==> config.mk <==
export PLATFORM = sky130hd
export DESIGN_NAME = cache_hit_tracker_unit
export DESIGN_NICKNAME = d
export VERILOG_FILES = /design/src/rtl/core/chtrk_pkg.sv /design/src/rtl/core/chtrk_ctrl.sv /design/src/rtl/core/chtrk_datapath.sv /design/src/rtl/core/cache_hit_tracker_unit.sv
export SDC_FILE = /design/constraint.sdc
export NUM_CORES = 2
export LEC_CHECK = 0
export BUFFER_PORTS_ARGS = -buffer_cell sky130_fd_sc_hd__buf_2
export CORE_UTILIZATION = 45
export DETAILED_ROUTE_END_ITERATION = 8
export PLACE_DENSITY = 0.63
export SETUP_SLACK_MARGIN = 0.05
export SKIP_LAST_GASP = 1
export SLEW_MARGIN = 20
export SYNTH_ARGS = -nofsm -noshare
export SYNTH_HDL_FRONTEND = slang
export SYNTH_SLANG_ARGS = --single-unit
==> constraint.sdc <==
create_clock -name clk -period 20.5 [get_ports clk]
set_input_delay 3.075 -clock clk [delete_from_list [all_inputs] [get_ports clk]]
set_output_delay 3.075 -clock clk [all_outputs]
set_load 0.02 [all_outputs]
==> src/rtl/core/chtrk_pkg.sv <==
// ----------------------------------------------------------------------------
// Cache hit tracker package
// Shared widths, configuration register indexes and the control bundles that
// pass between the controller, the datapath and the top level.
// ----------------------------------------------------------------------------
package chtrk_pkg;

  // Default geometry: 64 blocks of 64-byte lines.
  localparam int DEF_MAX_BLOCKS  = 64;
  localparam int DEF_OFFSET_BITS = 6;

  localparam int ADDR_W     = 32;
  localparam int CNT_W      = 64;
  localparam int CFG_IDX_W  = 2;
  localparam int CFG_DATA_W = 3;

  // Level of the block count (log2). The largest cache the configuration
  // field can select has 128 blocks, so a level fits in four bits.
  localparam int LVL_W = 4;

  // Configuration register indexes.
  localparam logic [CFG_IDX_W-1:0] REG_FULLY_ASSOC = 2'd0;
  localparam logic [CFG_IDX_W-1:0] REG_SPLIT       = 2'd1;
  localparam logic [CFG_IDX_W-1:0] REG_BLOCKS_LOG2 = 2'd2;

  localparam logic [CFG_DATA_W-1:0] BLOCKS_LOG2_RESET = 3'd6;

  typedef struct packed {
    logic                  fully_assoc;
    logic                  split;
    logic [CFG_DATA_W-1:0] blocks_log2;
  } chtrk_cfg_t;

  // Commands from the controller to the datapath.
  typedef struct packed {
    logic capture;  // latch the word and compare all tags
    logic update;   // write the tag on a miss, bump the totals
  } chtrk_cmd_t;

endpackage

==> src/rtl/core/chtrk_ctrl.sv <==
// ----------------------------------------------------------------------------
// Cache hit tracker controller
// Two-state sequencer: compare on acceptance, update in the following cycle.
// ----------------------------------------------------------------------------
module chtrk_ctrl import chtrk_pkg::*; (
  input  logic       clk,
  input  logic       rst_n,
  input  logic       start,
  output logic       busy,
  output logic       out_valid,
  output chtrk_cmd_t cmd
);

  typedef enum logic {
    ST_IDLE,
    ST_UPDATE
  } state_t;

  state_t state_r, state_nxt;
  logic   out_valid_r, out_valid_nxt;

  always_comb begin
    state_nxt     = state_r;
    out_valid_nxt = 1'b0;
    unique case (state_r)
      ST_IDLE: begin
        if (start) begin
          state_nxt = ST_UPDATE;
        end
      end
      ST_UPDATE: begin
        state_nxt     = ST_IDLE;
        out_valid_nxt = 1'b1;
      end
      default: begin
        state_nxt = ST_IDLE;
      end
    endcase
  end

  always_ff @(posedge clk) begin
    if (!rst_n) begin
      state_r     <= ST_IDLE;
      out_valid_r <= 1'b0;
    end else begin
      state_r     <= state_nxt;
      out_valid_r <= out_valid_nxt;
    end
  end

  assign busy        = (state_r == ST_UPDATE);
  assign out_valid   = out_valid_r;
  assign cmd.capture = start && (state_r == ST_IDLE);
  assign cmd.update  = (state_r == ST_UPDATE);

endmodule

==> src/rtl/core/chtrk_datapath.sv <==
// ----------------------------------------------------------------------------
// Cache hit tracker datapath
// Tag cells with one comparator each, valid bits, FIFO pointers and totals.
// ----------------------------------------------------------------------------
module chtrk_datapath import chtrk_pkg::*; #(
  parameter int MAX_BLOCKS  = DEF_MAX_BLOCKS,
  parameter int OFFSET_BITS = DEF_OFFSET_BITS
) (
  input  logic              clk,
  input  logic              rst_n,
  input  chtrk_cmd_t        cmd,
  input  chtrk_cfg_t        cfg,
  input  logic [ADDR_W-1:0] in_address,
  input  logic              in_is_instruction,
  output logic              out_hit,
  output logic [CNT_W-1:0]  out_access_total,
  output logic [CNT_W-1:0]  out_hit_total
);

  localparam int IDX_W = $clog2(MAX_BLOCKS);
  localparam int LMAX  = $clog2(MAX_BLOCKS + 1) - 1;
  localparam int TAG_W = ADDR_W - OFFSET_BITS;
  localparam logic [LVL_W-1:0] LMAX_L = LVL_W'(LMAX);

  // Tag cells: no reset, every read is qualified by its valid bit.
  logic [TAG_W-1:0]      tag_cell [MAX_BLOCKS];
  logic [MAX_BLOCKS-1:0] valid_r;
  logic [IDX_W-1:0]      fifo_r [2];
  logic [CNT_W-1:0]      acc_cnt_r;
  logic [CNT_W-1:0]      hit_cnt_r;
  logic                  out_hit_r;

  // Word captured at acceptance.
  logic                  hit_pend_r;
  logic [TAG_W-1:0]      tag_r;
  logic [IDX_W-1:0]      slot_r;
  logic [IDX_W-1:0]      base_r;
  logic [IDX_W-1:0]      mask_r;
  logic                  which_r;
  logic                  fa_r;

  // Geometry from the configuration.
  logic [LVL_W-1:0]  lvl;
  logic [LVL_W-1:0]  k;
  logic [IDX_W:0]    mask_wide;
  logic [IDX_W-1:0]  mask;
  logic              which;
  logic [IDX_W-1:0]  base;
  logic [TAG_W-1:0]  line;
  logic [IDX_W-1:0]  dm_slot;
  logic [TAG_W-1:0]  cmp_tag;
  logic [MAX_BLOCKS-1:0] match;

  always_comb begin
    if (cfg.blocks_log2 == '0) begin
      lvl = LVL_W'(1);
    end else if (LVL_W'(cfg.blocks_log2) > LMAX_L) begin
      lvl = LMAX_L;
    end else begin
      lvl = LVL_W'(cfg.blocks_log2);
    end
    k         = cfg.split ? (lvl - LVL_W'(1)) : lvl;
    mask_wide = ({{IDX_W{1'b0}}, 1'b1} << k) - {{IDX_W{1'b0}}, 1'b1};
    mask      = mask_wide[IDX_W-1:0];
    which     = cfg.split & in_is_instruction;
    base      = which ? (mask + IDX_W'(1)) : '0;
    line      = in_address[ADDR_W-1:OFFSET_BITS];
    dm_slot   = base | (line[IDX_W-1:0] & mask);
    cmp_tag   = cfg.fully_assoc ? line : (line >> k);
  end

  // Every cell compares against the same tag; the selection differs by mode.
  always_comb begin
    for (int i = 0; i < MAX_BLOCKS; i++) begin
      logic [IDX_W-1:0] ival;
      logic             sel;
      ival     = IDX_W'(i);
      sel      = cfg.fully_assoc ? ((ival & ~mask) == base) : (ival == dm_slot);
      match[i] = valid_r[i] && sel && (tag_cell[i] == cmp_tag);
    end
  end

  // Replacement choice for the update cycle.
  logic [MAX_BLOCKS-1:0] free;
  logic                  any_free;
  logic [IDX_W-1:0]      first_free;
  logic [IDX_W-1:0]      fifo_cur;
  logic [IDX_W-1:0]      wr_slot;

  always_comb begin
    for (int i = 0; i < MAX_BLOCKS; i++) begin
      free[i] = !valid_r[i] && ((IDX_W'(i) & ~mask_r) == base_r);
    end
    any_free   = |free;
    first_free = '0;
    for (int i = MAX_BLOCKS - 1; i >= 0; i--) begin
      if (free[i]) begin
        first_free = IDX_W'(i);
      end
    end
    fifo_cur = fifo_r[which_r] & mask_r;
    if (!fa_r) begin
      wr_slot = slot_r;
    end else if (any_free) begin
      wr_slot = first_free;
    end else begin
      wr_slot = base_r | fifo_cur;
    end
  end

  always_ff @(posedge clk) begin
    if (cmd.capture) begin
      hit_pend_r <= |match;
      tag_r      <= cmp_tag;
      slot_r     <= dm_slot;
      base_r     <= base;
      mask_r     <= mask;
      which_r    <= which;
      fa_r       <= cfg.fully_assoc;
    end
    if (cmd.update && !hit_pend_r) begin
      tag_cell[wr_slot] <= tag_r;
    end
  end

  always_ff @(posedge clk) begin
    if (!rst_n) begin
      valid_r   <= '0;
      fifo_r[0] <= '0;
      fifo_r[1] <= '0;
      acc_cnt_r <= '0;
      hit_cnt_r <= '0;
      out_hit_r <= 1'b0;
    end else if (cmd.update) begin
      acc_cnt_r <= acc_cnt_r + CNT_W'(1);
      hit_cnt_r <= hit_cnt_r + CNT_W'(hit_pend_r);
      out_hit_r <= hit_pend_r;
      if (!hit_pend_r) begin
        valid_r[wr_slot] <= 1'b1;
        if (fa_r && !any_free) begin
          fifo_r[which_r] <= (fifo_cur + IDX_W'(1)) & mask_r;
        end
      end
    end
  end

  assign out_hit          = out_hit_r;
  assign out_access_total = acc_cnt_r;
  assign out_hit_total    = hit_cnt_r;

endmodule

==> src/rtl/core/cache_hit_tracker_unit.sv <==
// ----------------------------------------------------------------------------
// Cache hit tracker unit
// Tag-only hit model of a direct-mapped or fully associative FIFO cache.
// ----------------------------------------------------------------------------
// Usage:
//   A word (in_address, in_is_instruction) is taken at a rising edge where
//   start is high and busy is low. The block compares the line tag against
//   every tag cell in that same edge, then, in the update state, writes the
//   tag on a miss and bumps the access and hit totals. The result (out_hit,
//   out_access_total, out_hit_total) is shown for one cycle with out_valid
//   high, from registers written in the update state. The receiver cannot
//   stall; a result not taken in that cycle is gone. A new word cannot be
//   taken while the last is in its update: busy is high in the update state,
//   which must finish its tag and valid-bit write before the next word can
//   be compared against the cells. Configuration is written through cfg_we,
//   cfg_index and cfg_wdata while the block is idle, a rule for the user
//   that the block does not enforce. Index 0 selects fully associative
//   placement, index 1 splits the blocks into data and instruction halves,
//   and index 2 gives log2 of the block count, clamped to the range the
//   cache supports. Reset clears the valid bits, both FIFO pointers and the
//   totals, and resets the configuration at once; no clearing pass is needed
//   and start may be raised in the first cycle after reset.
// ----------------------------------------------------------------------------
module cache_hit_tracker_unit import chtrk_pkg::*; #(
  parameter int MAX_BLOCKS  = DEF_MAX_BLOCKS,
  parameter int OFFSET_BITS = DEF_OFFSET_BITS
) (
  input  logic                  clk,
  input  logic                  rst_n,
  input  logic                  start,
  output logic                  busy,
  input  logic [ADDR_W-1:0]     in_address,
  input  logic                  in_is_instruction,
  output logic                  out_valid,
  output logic                  out_hit,
  output logic [CNT_W-1:0]      out_access_total,
  output logic [CNT_W-1:0]      out_hit_total,
  input  logic                  cfg_we,
  input  logic [CFG_IDX_W-1:0]  cfg_index,
  input  logic [CFG_DATA_W-1:0] cfg_wdata
);

  chtrk_cfg_t cfg_r;
  chtrk_cmd_t cmd;

  // Configuration registers. Unknown indexes are ignored.
  always_ff @(posedge clk) begin
    if (!rst_n) begin
      cfg_r.fully_assoc <= 1'b0;
      cfg_r.split       <= 1'b0;
      cfg_r.blocks_log2 <= BLOCKS_LOG2_RESET;
    end else if (cfg_we) begin
      unique case (cfg_index)
        REG_FULLY_ASSOC: cfg_r.fully_assoc <= cfg_wdata[0];
        REG_SPLIT:       cfg_r.split       <= cfg_wdata[0];
        REG_BLOCKS_LOG2: cfg_r.blocks_log2 <= cfg_wdata;
        default: begin
        end
      endcase
    end
  end

  // The controller sequences compare and update; it sees only start.
  chtrk_ctrl u_ctrl (
    .clk       (clk),
    .rst_n     (rst_n),
    .start     (start),
    .busy      (busy),
    .out_valid (out_valid),
    .cmd       (cmd)
  );

  // The datapath holds the tag cells, valid bits, FIFO pointers and totals.
  chtrk_datapath #(
    .MAX_BLOCKS  (MAX_BLOCKS),
    .OFFSET_BITS (OFFSET_BITS)
  ) u_datapath (
    .clk               (clk),
    .rst_n             (rst_n),
    .cmd               (cmd),
    .cfg               (cfg_r),
    .in_address        (in_address),
    .in_is_instruction (in_is_instruction),
    .out_hit           (out_hit),
    .out_access_total  (out_access_total),
    .out_hit_total     (out_hit_total)
  );

endmodule

==> results.toml <==
[cts]
clk_latency_ns = 0.90
numClockSinks = 1924
cts-buffers-inserted = 196
clkSlewWorstSetupHoldPaths_ns = 0.07
cts_tree = "yes"
cts_setup_buffers = 0
clockBufferDepth = 3
cts_hold_buf = 0
cts-resized-gates = 0
cts-root-buf = "clkbuf_16"
htree_levels = 4

[synthesis]
synth_top_area_cell = "edfxtp_1"
yosys_warnings = 0
synth_edf_count = 1723
ys_ff_latch = 1924
yosysUniqueCellTypes = 104
syn_inst = 6642
synth-main-ff-cell = "edfxtp_1"
synth_area_leaders = "edfxtp_1, xnor2_1, xor2_1"
synthesis.area_sq_mm = 0.08850
syn_nets = 6691
avgSynthCellArea_sq_um = 13.32
ys_seq_area_frac = 0.6301
postSynth.asyncResetShare = 0
synth.top_cell.area_share = 0.5846

[critical_path]
crit_family = "compound AO/OA/AOI/OAI gates"
crit_required_ns = 21.23
cpPeakStageDelay_ns = 0.93
criticalPathCategory = "reg -> reg"
path_buf_inv = 6
r2r_slack_ns = 11.62
arrival_ns = 9.61
cp_cell_sequence = "nand2b_2, a21oi_4, inv_2, ha_1, nand2_1, xnor2_2, buf_4, inv_1, buf_4, a2111oi_0, o41a_2, buf_4, buf_4, xor2_1, a2111oi_0, nand4_1, nor4_1, nand4_1, nand4_1, a2111oi_0, nand4_1"
slowest_stage = "o41a_2"
cp-end-kind = "register"
critical_path_peak_fanout = 30
start_kind = "register"

[die]
die_h_microns = 445.5
std_cell_rows = 162
start_util = 0.4534
coreArea_sq_mm = 0.1952
die-area_sq_mm = 0.1984
io_pins = 173
die_w_microns = 445.5

[routing]
ant_nets = 0
via_per_inst = 6.642
drt_wl_total_mm = 373.7
vias = 64730
wl_per_cell_microns = 38.35
drt_iter0_markers = 11270
drc = 0
drt_first_pass_iters = 8

[grt]
grt_max_degree = 102
grt_pass1_vias = 59130
grt_pass1_wl_mm = 500.8
grt-ovfl-total = 0
met3_usage = 0.1123
use_met1 = 0.4836
grtUsageMet2 = 0.5325
grtUsageTotal = 0.3697
top_usage_layer = "met2"
antenna_found_initial = 52

[timing]
finalCritPeriodShare = 0.4331
skew_ns = 0.05982
setup_viol = 0
max_freq_ghz = 0.1126
timing_hold_violations_final = 0
drv_slew = 0
period_needed_ns = 8.880
worst_slew_pin_slew_ns = 1.361
rsz0062_at_grt = "no"
relSlewSlack = 0.09191
tns_ns = 0
whs_ns = 0.4801

[status]
outcome = "finished, final reports clean"

[power]
leakagePower_nw = 31.27
power_density_mw_per_mm2 = 92.91
peakVddDrop_mv = 0.09314
fin_total_pwr_mw = 9.243

[finish]
n_fill_cell = 16540
drive_gt1_frac = 0.1240
final_common_cell = "edfxtp_1"
final_cells = 9745
area_growth_pct = 12.41
final_cell_mix = "edfxtp_1, xnor2_1, xor2_1"
nets = 6992

[placed_design]
place_congestion = 1.079
dp_hpwl_mm = 232.3
placedCellCount = 9368
port_buffers = 166

[worst_hold_path]
hp-class = "reg -> reg"

[flow_run]
drv_cap = 0
[routing by layer]
| layer | share of wire | routed length (microns) | vias up |
|---|---|---|---|
| met5 | 0.00096 | 360 | - |
| met4 | 0.078 | 29100 | 40 |
| met3 | 0.14 | 52080 | 1290 |
| met2 | 0.42 | 155500 | 5393 |
| met1 | 0.37 | 136700 | 32420 |
| li1 | - | - | 25590 |
[cell families (layout without fill, tap and decap cells)]
| family | count (synthesis) | after routing | synth area share |
|---|---|---|---|
| other | 0 | 19 | 0 |
| AO/OA/AOI/OAI | 1072 | 1072 | 0.08593 |
| AND/OR/NAND/NOR | 1516 | 1516 | 0.08871 |
| XOR/XNOR | 1622 | 1622 | 0.1608 |
| buffers and inverters | 429 | 889 | 0.02509 |
| multiplexers | 72 | 72 | 0.008426 |
| adder cells (fa/ha/maj) | 7 | 7 | 0.0009896 |
| flip-flops | 1924 | 1924 | 0.6301 |
[state kept, by name (all words and copies together), names as in the netlist, named ones only]
register and cells:
u_datapath.tag_cell 1664, u_datapath.out_access_total 64, u_datapath.out_hit_total 64, u_datapath.valid_r 64, u_datapath.tag_r 26, u_datapath.fifo_r 12
u_datapath.base_r 6, u_datapath.mask_r 6, u_datapath.slot_r 6, cfg_r 5, u_ctrl.busy 1, u_ctrl.out_valid 1
u_datapath.fa_r 1, u_datapath.hit_pend_r 1, u_datapath.out_hit 1, u_datapath.which_r 1
[final timing paths]
| path | from | endpoint | cells past startpoint |
|---|---|---|---|
| worst min register to register | u_datapath.valid_r[10] | u_datapath.valid_r[10] | 1 |
| worst max register to register | cfg_r[1] | u_datapath.hit_pend_r | 21 |
| worst min-delay path | u_datapath.valid_r[10] | u_datapath.valid_r[10] | 1 |
| worst max-delay path | cfg_r[1] | u_datapath.hit_pend_r | 21 |
[cells in the mapped netlist, types with 17 or more instances]
| cell type | count |
|---|---|
| a211oi_1 | 68 |
| a2111oi_0 | 63 |
| nor2b_1 | 21 |
| nand2_1 | 254 |
| xor2_1 | 487 |
| mux2i_1 | 52 |
| o2111ai_1 | 56 |
| buf_2 | 103 |
| nor2_1 | 340 |
| o21ai_0 | 184 |
| edfxtp_1 | 1723 |
| a22o_1 | 25 |
| and2_1 | 51 |
| o221ai_1 | 27 |
| inv_1 | 59 |
| o21a_1 | 51 |
| o22ai_1 | 131 |
| nand3_1 | 136 |
| mux2_2 | 20 |
| xnor2_1 | 1133 |
| and3_1 | 70 |
| nand4_1 | 215 |
| a221oi_1 | 52 |
| buf_4 | 86 |
| a21oi_1 | 167 |
| a22oi_1 | 24 |
| o211ai_1 | 23 |
| nor3_1 | 93 |
| buf_6 | 21 |
| nor4_1 | 196 |
| dfxtp_1 | 201 |
| buf_1 | 17 |
| or3_1 | 50 |
| clkbuf_1 | 120 |
[layout make-up]
type,instances,area (sq um),share of cell area
clock buffers,272,5376,0.05404
flip-flops and latches,1924,55770,0.5606
diodes,19,47.55,0.0004779
inverters,82,315.3,0.003169
well taps,2624,3283,0.03300
repair buffers,450,3023,0.03039
multi-input cells,4289,30930,0.3109
clock inverters,85,740.7,0.007446
[report_power, final]
| group | total, mW | switching, mW | internal, mW |
|---|---|---|---|
| logic | 1.40 | 1.06 | 0.342 |
| registers | 4.35 | 0.0187 | 4.33 |
| clock network | 3.49 | 1.54 | 1.95 |
[metrics by stage]
stage | util | worst slack [ns] | instance area (sq um)
2_1_floorplan | - | 14.04 | 88500
3_3_place_gp | 0.4779 | 11.06 | 93270
3_5_place_dp | 0.4779 | 11.03 | 93280
4_1_cts | 0.5092 | 11.88 | 99400
5_1_grt | 0.5094 | 11.42 | 99440
6_report | 0.5097 | 11.62 | 99480
Power figures use the tool's default switching activity.
